$ cat src/hw/rtl/floyd_closeness_sums_defines.svh
// Assertion macros for the closeness-sum block.
// Used by the top level only; no dependencies.
`ifndef FLOYD_CLOSENESS_SUMS_DEFINES_SVH
`define FLOYD_CLOSENESS_SUMS_DEFINES_SVH

`ifndef SYNTH
// Plain property, checked on every clock edge outside reset.
`define FCS_ASSERT(lbl, prop, msg) \
  lbl: assert property (@(posedge clk_i) disable iff (!rst_ni) (prop)) else $error(msg);
// Implication, same cycle.
`define FCS_ASSERT_IMP(lbl, ante, cons, msg) \
  lbl: assert property (@(posedge clk_i) disable iff (!rst_ni) (ante) |-> (cons)) \
    else $error(msg);
// Implication, next cycle.
`define FCS_ASSERT_NXT(lbl, ante, cons, msg) \
  lbl: assert property (@(posedge clk_i) disable iff (!rst_ni) (ante) |=> (cons)) \
    else $error(msg);
`else
`define FCS_ASSERT(lbl, prop, msg)
`define FCS_ASSERT_IMP(lbl, ante, cons, msg)
`define FCS_ASSERT_NXT(lbl, ante, cons, msg)
`endif

`endif

$ cat src/hw/rtl/fcs_pkg.sv
// Shared types and constants for the closeness-sum block.
// No dependencies; imported by the controller, datapath and top level.
package fcs_pkg;

  localparam int NODE_W         = 6;
  localparam int SUM_W          = 21;
  localparam int DIST_W         = 15;
  localparam int CFG_W          = 7;
  localparam int LIMIT_NODES    = 64;
  localparam int MAX_NODES_DEF  = 64;
  localparam logic [DIST_W-1:0] NO_PATH        = 15'h7FFF;
  localparam logic [CFG_W-1:0]  NODE_COUNT_RST = 7'd64;

  typedef struct packed {
    logic [NODE_W-1:0] node_a;
    logic [NODE_W-1:0] node_b;
    logic              last_edge;
  } edge_item_t;

  typedef struct packed {
    logic [NODE_W-1:0] node_index;
    logic [SUM_W-1:0]  distance_sum;
    logic              last_node;
  } result_item_t;

  // Memory operation issued by the controller in a cycle
  typedef enum logic [2:0] {
    OP_IDLE,
    OP_EDGE,
    OP_CLEAR,
    OP_FETCH,
    OP_RELAX,
    OP_SUM
  } op_e;

  typedef struct packed {
    op_e  op;
    logic first;   // first column of a row sum
    logic emit;    // load the row sum into the output register
    logic last;    // row being emitted is the final node
  } cmd_t;

  typedef struct packed {
    logic out_free;
  } status_t;

endpackage

$ cat src/hw/rtl/fcs_ctrl.sv
// Sequencer for the closeness-sum block: edge load, relaxation, readout, clear.
// Depends on fcs_pkg; drives the datapath through cmd_t and the loop counters.
module fcs_ctrl import fcs_pkg::*; #(
  parameter int MAX_NODES = MAX_NODES_DEF
) (
  clk_i,
  rst_ni,
  in_valid_i,
  in_last_i,
  in_ready_o,
  cfg_we_i,
  cfg_data_i,
  status_i,
  cmd_o,
  piv_o,
  row_o,
  col_o,
  clr_addr_o
);
  localparam int ACT_MAX = (MAX_NODES < LIMIT_NODES) ? MAX_NODES : LIMIT_NODES;
  localparam int CNT_W   = $clog2(ACT_MAX);
  localparam int NW      = $clog2(ACT_MAX + 1);
  localparam int IDX_W   = $clog2(MAX_NODES);
  localparam int ADDR_W  = 2 * IDX_W;

  input  logic              clk_i;
  input  logic              rst_ni;
  input  logic              in_valid_i;
  input  logic              in_last_i;
  output logic              in_ready_o;
  input  logic              cfg_we_i;
  input  logic [CFG_W-1:0]  cfg_data_i;
  input  status_t           status_i;
  output cmd_t              cmd_o;
  output logic [CNT_W-1:0]  piv_o;
  output logic [CNT_W-1:0]  row_o;
  output logic [CNT_W-1:0]  col_o;
  output logic [ADDR_W-1:0] clr_addr_o;

  typedef enum logic [2:0] {
    ST_CLEAR,
    ST_LOAD,
    ST_FETCH,
    ST_RELAX,
    ST_SUM,
    ST_SUM_WAIT,
    ST_EMIT
  } state_e;

  state_e             state_q, state_d;
  logic [CNT_W-1:0]   piv_q, piv_d;
  logic [CNT_W-1:0]   row_q, row_d;
  logic [CNT_W-1:0]   col_q, col_d;
  logic [NW-1:0]      n_q, n_d;
  logic [ADDR_W-1:0]  clr_q, clr_d;
  logic [CFG_W-1:0]   node_count_q, node_count_d;
  logic [NW-1:0]      run_n;

  function automatic logic at_end(input logic [CNT_W-1:0] c, input logic [NW-1:0] n);
    return (NW'(c) + NW'(1)) == n;
  endfunction

  // Saturate the node count to what the matrix holds
  assign run_n = (node_count_q > CFG_W'(ACT_MAX)) ? NW'(ACT_MAX) : NW'(node_count_q);

  always_comb begin
    state_d      = state_q;
    piv_d        = piv_q;
    row_d        = row_q;
    col_d        = col_q;
    n_d          = n_q;
    clr_d        = clr_q;
    node_count_d = cfg_we_i ? cfg_data_i : node_count_q;
    cmd_o        = '{op: OP_IDLE, first: 1'b0, emit: 1'b0, last: 1'b0};
    case (state_q)
      ST_CLEAR: begin
        cmd_o.op = OP_CLEAR;
        clr_d    = clr_q + ADDR_W'(1);
        if (&clr_q) begin
          state_d = ST_LOAD;
        end
      end
      ST_LOAD: begin
        if (in_valid_i) begin
          cmd_o.op = OP_EDGE;
          if (in_last_i) begin
            n_d     = run_n;
            state_d = (run_n == '0) ? ST_CLEAR : ST_FETCH;
          end
        end
      end
      ST_FETCH: begin
        cmd_o.op = OP_FETCH;
        col_d    = row_q;   // upper triangle only: start each row on the diagonal
        state_d  = ST_RELAX;
      end
      ST_RELAX: begin
        cmd_o.op = OP_RELAX;
        if (at_end(col_q, n_q)) begin
          col_d = '0;
          if (at_end(row_q, n_q)) begin
            row_d = '0;
            if (at_end(piv_q, n_q)) begin
              piv_d   = '0;
              state_d = ST_SUM;
            end else begin
              piv_d   = piv_q + CNT_W'(1);
              state_d = ST_FETCH;
            end
          end else begin
            row_d   = row_q + CNT_W'(1);
            state_d = ST_FETCH;
          end
        end else begin
          col_d = col_q + CNT_W'(1);
        end
      end
      ST_SUM: begin
        cmd_o.op    = OP_SUM;
        cmd_o.first = (col_q == '0);
        if (at_end(col_q, n_q)) begin
          col_d   = '0;
          state_d = ST_SUM_WAIT;
        end else begin
          col_d = col_q + CNT_W'(1);
        end
      end
      ST_SUM_WAIT: begin
        // let the last read of the row reach the accumulator
        state_d = ST_EMIT;
      end
      ST_EMIT: begin
        cmd_o.emit = 1'b1;
        cmd_o.last = at_end(row_q, n_q);
        if (status_i.out_free) begin
          if (at_end(row_q, n_q)) begin
            row_d   = '0;
            state_d = ST_CLEAR;
          end else begin
            row_d   = row_q + CNT_W'(1);
            state_d = ST_SUM;
          end
        end
      end
      default: begin
        state_d = ST_CLEAR;
      end
    endcase
  end

  always_ff @(posedge clk_i or negedge rst_ni) begin
    if (!rst_ni) begin
      state_q      <= ST_CLEAR;
      piv_q        <= '0;
      row_q        <= '0;
      col_q        <= '0;
      n_q          <= '0;
      clr_q        <= '0;
      node_count_q <= NODE_COUNT_RST;
    end else begin
      state_q      <= state_d;
      piv_q        <= piv_d;
      row_q        <= row_d;
      col_q        <= col_d;
      n_q          <= n_d;
      clr_q        <= clr_d;
      node_count_q <= node_count_d;
    end
  end

  assign in_ready_o = (state_q == ST_LOAD);
  assign piv_o      = piv_q;
  assign row_o      = row_q;
  assign col_o      = col_q;
  assign clr_addr_o = clr_q;

endmodule

$ cat config.mk
export PLATFORM = sky130hd
export DESIGN_NAME = fcs_ctrl
export DESIGN_NICKNAME = d
export VERILOG_FILES = /design/src/hw/rtl/floyd_closeness_sums_defines.svh /design/src/hw/rtl/fcs_pkg.sv /design/src/hw/rtl/fcs_ctrl.sv
export SDC_FILE = /design/constraint.sdc
export NUM_CORES = 1
export LEC_CHECK = 0
export ABC_AREA = 1
export ABC_CLOCK_PERIOD_IN_PS = 6000
export BUFFER_PORTS_ARGS = -buffer_cell sky130_fd_sc_hd__clkbuf_2
export CAP_MARGIN = 10
export CORE_ASPECT_RATIO = 1.75
export CORE_MARGIN = 4
export CORE_UTILIZATION = 45
export DETAILED_ROUTE_END_ITERATION = 16
export GPL_ROUTABILITY_DRIVEN = 0
export PLACE_DENSITY = 0.66
export SLEW_MARGIN = 10
export SYNTH_ARGS = -nofsm -noshare
export SYNTH_HDL_FRONTEND = slang
export SYNTH_SLANG_ARGS = --single-unit
$ cat constraint.sdc
create_clock -name clk_i -period 6 [get_ports clk_i]
set_clock_uncertainty 0.15 [all_clocks]
set_input_delay 0.3 -clock clk_i [delete_from_list [all_inputs] [get_ports clk_i]]
set_output_delay 0.3 -clock clk_i [all_outputs]
set_load 0.01 [all_outputs]
== Word level (Yosys, flattened, before mapping) ==
Cells that the tools add are included.

* Eq/ne operators: 15
* Mux-type cells: 23
* $add $sub $neg: 7
* Reductions and logical operators: 11
* Magnitude comparators: 1

{| class="wikitable"
|+ Operator list
! kind !! number
|-
| $mux 6 || 5
|-
| $mux 3 || 9
|-
| $pmux 6 s2 || 2
|-
| $add 6x1->7 const B || 3
|-
| $eq 7x7->1 || 3
|-
| $pmux 3 s7 || 1
|-
| $add 6x1->6 const B || 3
|-
| $pmux 3 s5 || 1
|-
| $add 12x1->12 const B || 1
|-
| $ne 2x2->1 const B || 6
|-
| $reduce_and 12->1 || 1
|-
| $eq 3x3->1 const B || 3
|-
| $reduce_and 3->1 || 3
|-
| $gt 7x7->1 const B || 1
|-
| $logic_not 7->1 || 1
|-
| $mux 7 || 1
|-
| $eq 3x2->1 const B || 2
|-
| $logic_not 6->1 || 1
|-
| $reduce_and 6->1 || 1
|-
| $mux 2 || 2
|-
| $reduce_bool 2->1 || 2
|-
| $eq 3x1->1 const B || 1
|-
| $logic_not 3->1 || 1
|-
| $mux 1 || 2
|-
| $reduce_or 2->1 || 1
|}

* Output and inout bits: 37
* Word-level logic and storage cells: 64
* Register bits after elaboration: 47
* Bits of input ports: 13

== Longest topological paths before layout ==
* Depth in word-level cells: 7
* Depth in mapped cells: 15
* Depth with buffers taken out: 15

== Least setup slack after synthesis ==
OpenSTA, ideal clock, no wires.

* Path type: register -> register
* Start: register col_q[0] (netlist: col_o[0])
* End: register row_q[0] (netlist: row_o[0])
* Setup time: 0.118 ns
* Required time: 5.732 ns
* Arrival time: 1.831 ns
* Cell stages (with the launch flop): 13
* Setup slack: 3.901 ns
* Buffers on the path: 0
* Period minus slack after synthesis: 2.099 ns
* Path through: dfrtp_1 > inv_1 > ha_1 > xnor2_1 > nand2_1 > nor2_1 > nand2_1 > nor2_4 > nand4_1 > nand2_2 > nand2_1 > nand2_1 > nand2_1

* Cells in the longest elaborated chain, start to end: 4

{| class="wikitable"
|+ Ends and longest elaborated chain
! item !! line !! text
|-
| from (decl) || fcs_ctrl.sv:53 || <nowiki>logic [CNT_W-1:0] col_q, col_d;</nowiki>
|-
| from (signal assigned) || fcs_ctrl.sv:164 || <nowiki>col_q <= col_d;</nowiki>
|-
| $add 6x1->7 || fcs_ctrl.sv:60 || <nowiki>return (NW'(c) + NW'(1)) == n;</nowiki>
|-
| $eq 7x7->1 || fcs_ctrl.sv:60 ||
|-
| $ne 2x2->1 (no line) || n/a ||
|-
| $reduce_and 3->1 (no line) || n/a ||
|-
| to (signal assigned) || fcs_ctrl.sv:163 || <nowiki>row_q <= row_d;</nowiki>
|-
| to (decl) || fcs_ctrl.sv:52 || <nowiki>logic [CNT_W-1:0] row_q, row_d;</nowiki>
|}

No other way between the ends.
A chain may end at the register's enable or synchronous reset.

==> metrics.txt <==
status completed; post-DP HPWL approximately 6100 um; critical path type reg -> out; DR WL/cell 13.9 um; unrepaired setup endpoints after global routing no; H-tree levels 2; Rows 38; Initial Util 0.472; Clock Pin Slew Worst Setup and Hold Paths ~0.08 ns; routed via count 2826; reg2reg path depth 14; Mapped Nets 435; maxcap violations 0; area grow syn2layout 15.3%; Yosys reg bits between 40 and 50; Comb power frac 0.055; class of the worst hold path in -> reg; initial antenna violation count 0; Ys Warns 0; CTS tree built; Initial DRC Count ~200; ratio of cells with drive above 1 in the final layout 0.175; Setup Fix Bufs, Post-CTS 0; internal power 0.459 mW; synth top area cells dfrtp_1 39%, nand2_1 16%, nand3_1 7.8%; register area share after synthesis 0.398; final antenna-violating net count 0; GRT overflow 0; fin crit share 0.431; Hold Path Depth 3; # DRC 0; Slew @ Worst Pin about 0.63 ns; Sequential Power Share 0.553; Psw 0.136 mW; relative slew slack 0.582; total length of routed wires around 7700 um; Total Nets Final 490; Longest Clk Path Bufs 2; largest net degree at the start of global routing 48; Netlist cell types 35; Mapped Cells 417; clock share of power 0.393; Worst Path Required 5.55 ns; P per Cell Area 174 nW/um^2; minimum clock period roughly 2.6 ns; first-pass GRT wire length 12900 um; worst ir drop on vdd 154 uV; Sink Count 47; Sw Ratio 0.228; critical path arrival around 2.1 ns; Yosys top cell by area dfrtp_1; Boundary Pins 50; die width 69.3 um; Max Slew Vio Count 0; cts bufs inserted 5; Leak Pwr 1.85 nW; syn avg cell area ~7 sq um; FMAX 0.387 GHz; endpoints failing setup 0; final hold vios 0; drt first pass iters 4; CP Capture Type primary output; synthesized area 2960 sq um; root buffer cell clkbuf_8; Clk Latency, worst-skew pair around 0.31 ns; critical path launch point type flip-flop; port bufs 49; Vert. Die Dim 115 um; Via density 5.11; Antenna Cells 0; TNS Setup 0 ns; post-synth top area share 0.389; Core Region 6280 sq um; count of cells resized by post-cts repair 0; Total GRT Usage 0.204; CP Max Fanout 8; die area 7990 sq um; Overall Power 0.595 mW; number of global-route vias before repair 2811
-- area by class of cell --
type                    count  area, sq um
clock buffers               7         76.3
fillers                   646         2860
inverters                  61          229
well taps                  80          100
multi-input cells         306         1540
repair buffers             51          263
clock inverters             1         30.0
flip-flops and latches     47         1180
-- per-layer routing --
layer  vias up  wire length [um]  track usage
li1       1436                 -            -
met1      1297              2930        0.213
met2        70              4130        0.373
met3        23               280       0.0367
met4         0               354        0.130
met5         -                 0            0
-- worst max-delay path, stage by stage (launching register included) --
cell and delay, ns:
dfrtp_1 0.51, ha_1 0.24, nand2_1 0.12, nor2_1 0.17, nand2_1 0.06, nand2_1 0.09
nand3_1 0.08, nor2_1 0.09, nand2_1 0.19, nor2_1 0.13, clkbuf_2 0.14
-- registers in the layout, summed over array words and instances (netlist names) --
register / count
clr_addr_o: 12
col_o: 6
n_q: 7
node_count_q: 7
piv_o: 6
row_o: 6
state_q: 3
-- cells in the final DEF, fill, tap and decap left out, drive strengths merged --
cell type    count
a21oi            3
a22oi            6
buf              1
bufinv           1
clkbuf          56
dfrtp           46
dfstp            1
dlygate4sd3      1
ha               5
inv             61
mux2             1
nand2          133
nand3           48
nand3b           1
nand4            6
nor2            48
nor3             6
nor3b            1
nor4             1
o21ai           24
o21bai           1
o22ai            4
o31ai            1
or2              1
xnor2            7
xor2             9
-- kinds of logic (layout without fill, tap and decap cells) --
family / Yosys count / after routing / synth area share
and+or+nand+nor: 245 / 245 / 0.373
xor gates and xnor gates: 16 / 16 / 0.0473
DFF: 47 / 47 / 0.398
adders and majority gates: 5 / 5 / 0.0211
muxes: 1 / 1 / 0.00380
buffers and inverters: 64 / 120 / 0.0828
AOI/OAI and AO/OA: 39 / 39 / 0.0744
-- cell usage after synthesis (all sizes together) --
| cell | number |
|---|---|
| a21oi | 3 |
| a22oi | 6 |
| buf | 2 |
| clkbuf | 1 |
| dfrtp | 46 |
| dfstp | 1 |
| ha | 5 |
| inv | 61 |
| mux2 | 1 |
| nand2 | 133 |
| nand3 | 48 |
| nand3b | 1 |
| nand4 | 6 |
| nor2 | 48 |
| nor3 | 6 |
| nor3b | 1 |
| nor4 | 1 |
| o21ai | 24 |
| o21bai | 1 |
| o22ai | 4 |
| o31ai | 1 |
| or2 | 1 |
| xnor2 | 7 |
| xor2 | 9 |
-- timing repair --
| item | 4_1_cts | 5_1_grt |
|---|---|---|
| endpoints found under the setup margin | 0 | 0 |
| hold buffers | 1 | 0 |
| endpoints found under the hold margin | 46 | 0 |
-- power groups by stage --
| stage | Clock [mW] | Combinational (mW) | Sequential, mW |
|---|---|---|---|
| 4_1_cts | 0.240 | 0.0333 | 0.329 |
| 3_3_place_gp | 0 | 0.0322 | 0.335 |
| 6_report | 0.234 | 0.0325 | 0.329 |
| 2_1_floorplan | 0 | 0.0173 | 0.333 |
| 5_1_grt | 0.250 | 0.0376 | 0.330 |
| 3_5_place_dp | 0 | 0.0326 | 0.335 |
-- final timing paths --
path                                     from               to  slack [ns]
worst max-delay path                 row_o[0]         cmd_o[0]        3.42
min in group asynchronous              rst_ni         piv_o[2]        0.46
worst max register to register       row_o[0]       state_q[1]        3.60
max in group asynchronous              rst_ni         col_o[0]        4.79
worst min-delay path            cfg_data_i[3]  node_count_q[3]        0.05
worst min register to register  clr_addr_o[9]    clr_addr_o[9]        0.35
-- per-stage QoR --
stage	hold WS (ns)	utilization	area, sq um	cells	setup slack, ns
after global routing	0.0398	0.544	3410	553	3.21
after CTS	0.0427	0.544	3410	553	3.40
final	0.0536	0.544	3410	553	3.42
after floorplan	-0.146	-	2960	417	3.90
after detailed placement	0.291	0.525	3300	544	3.64
after global placement	0.283	0.525	3300	544	3.68
No activity file was read; power rests on OpenSTA's default activity.
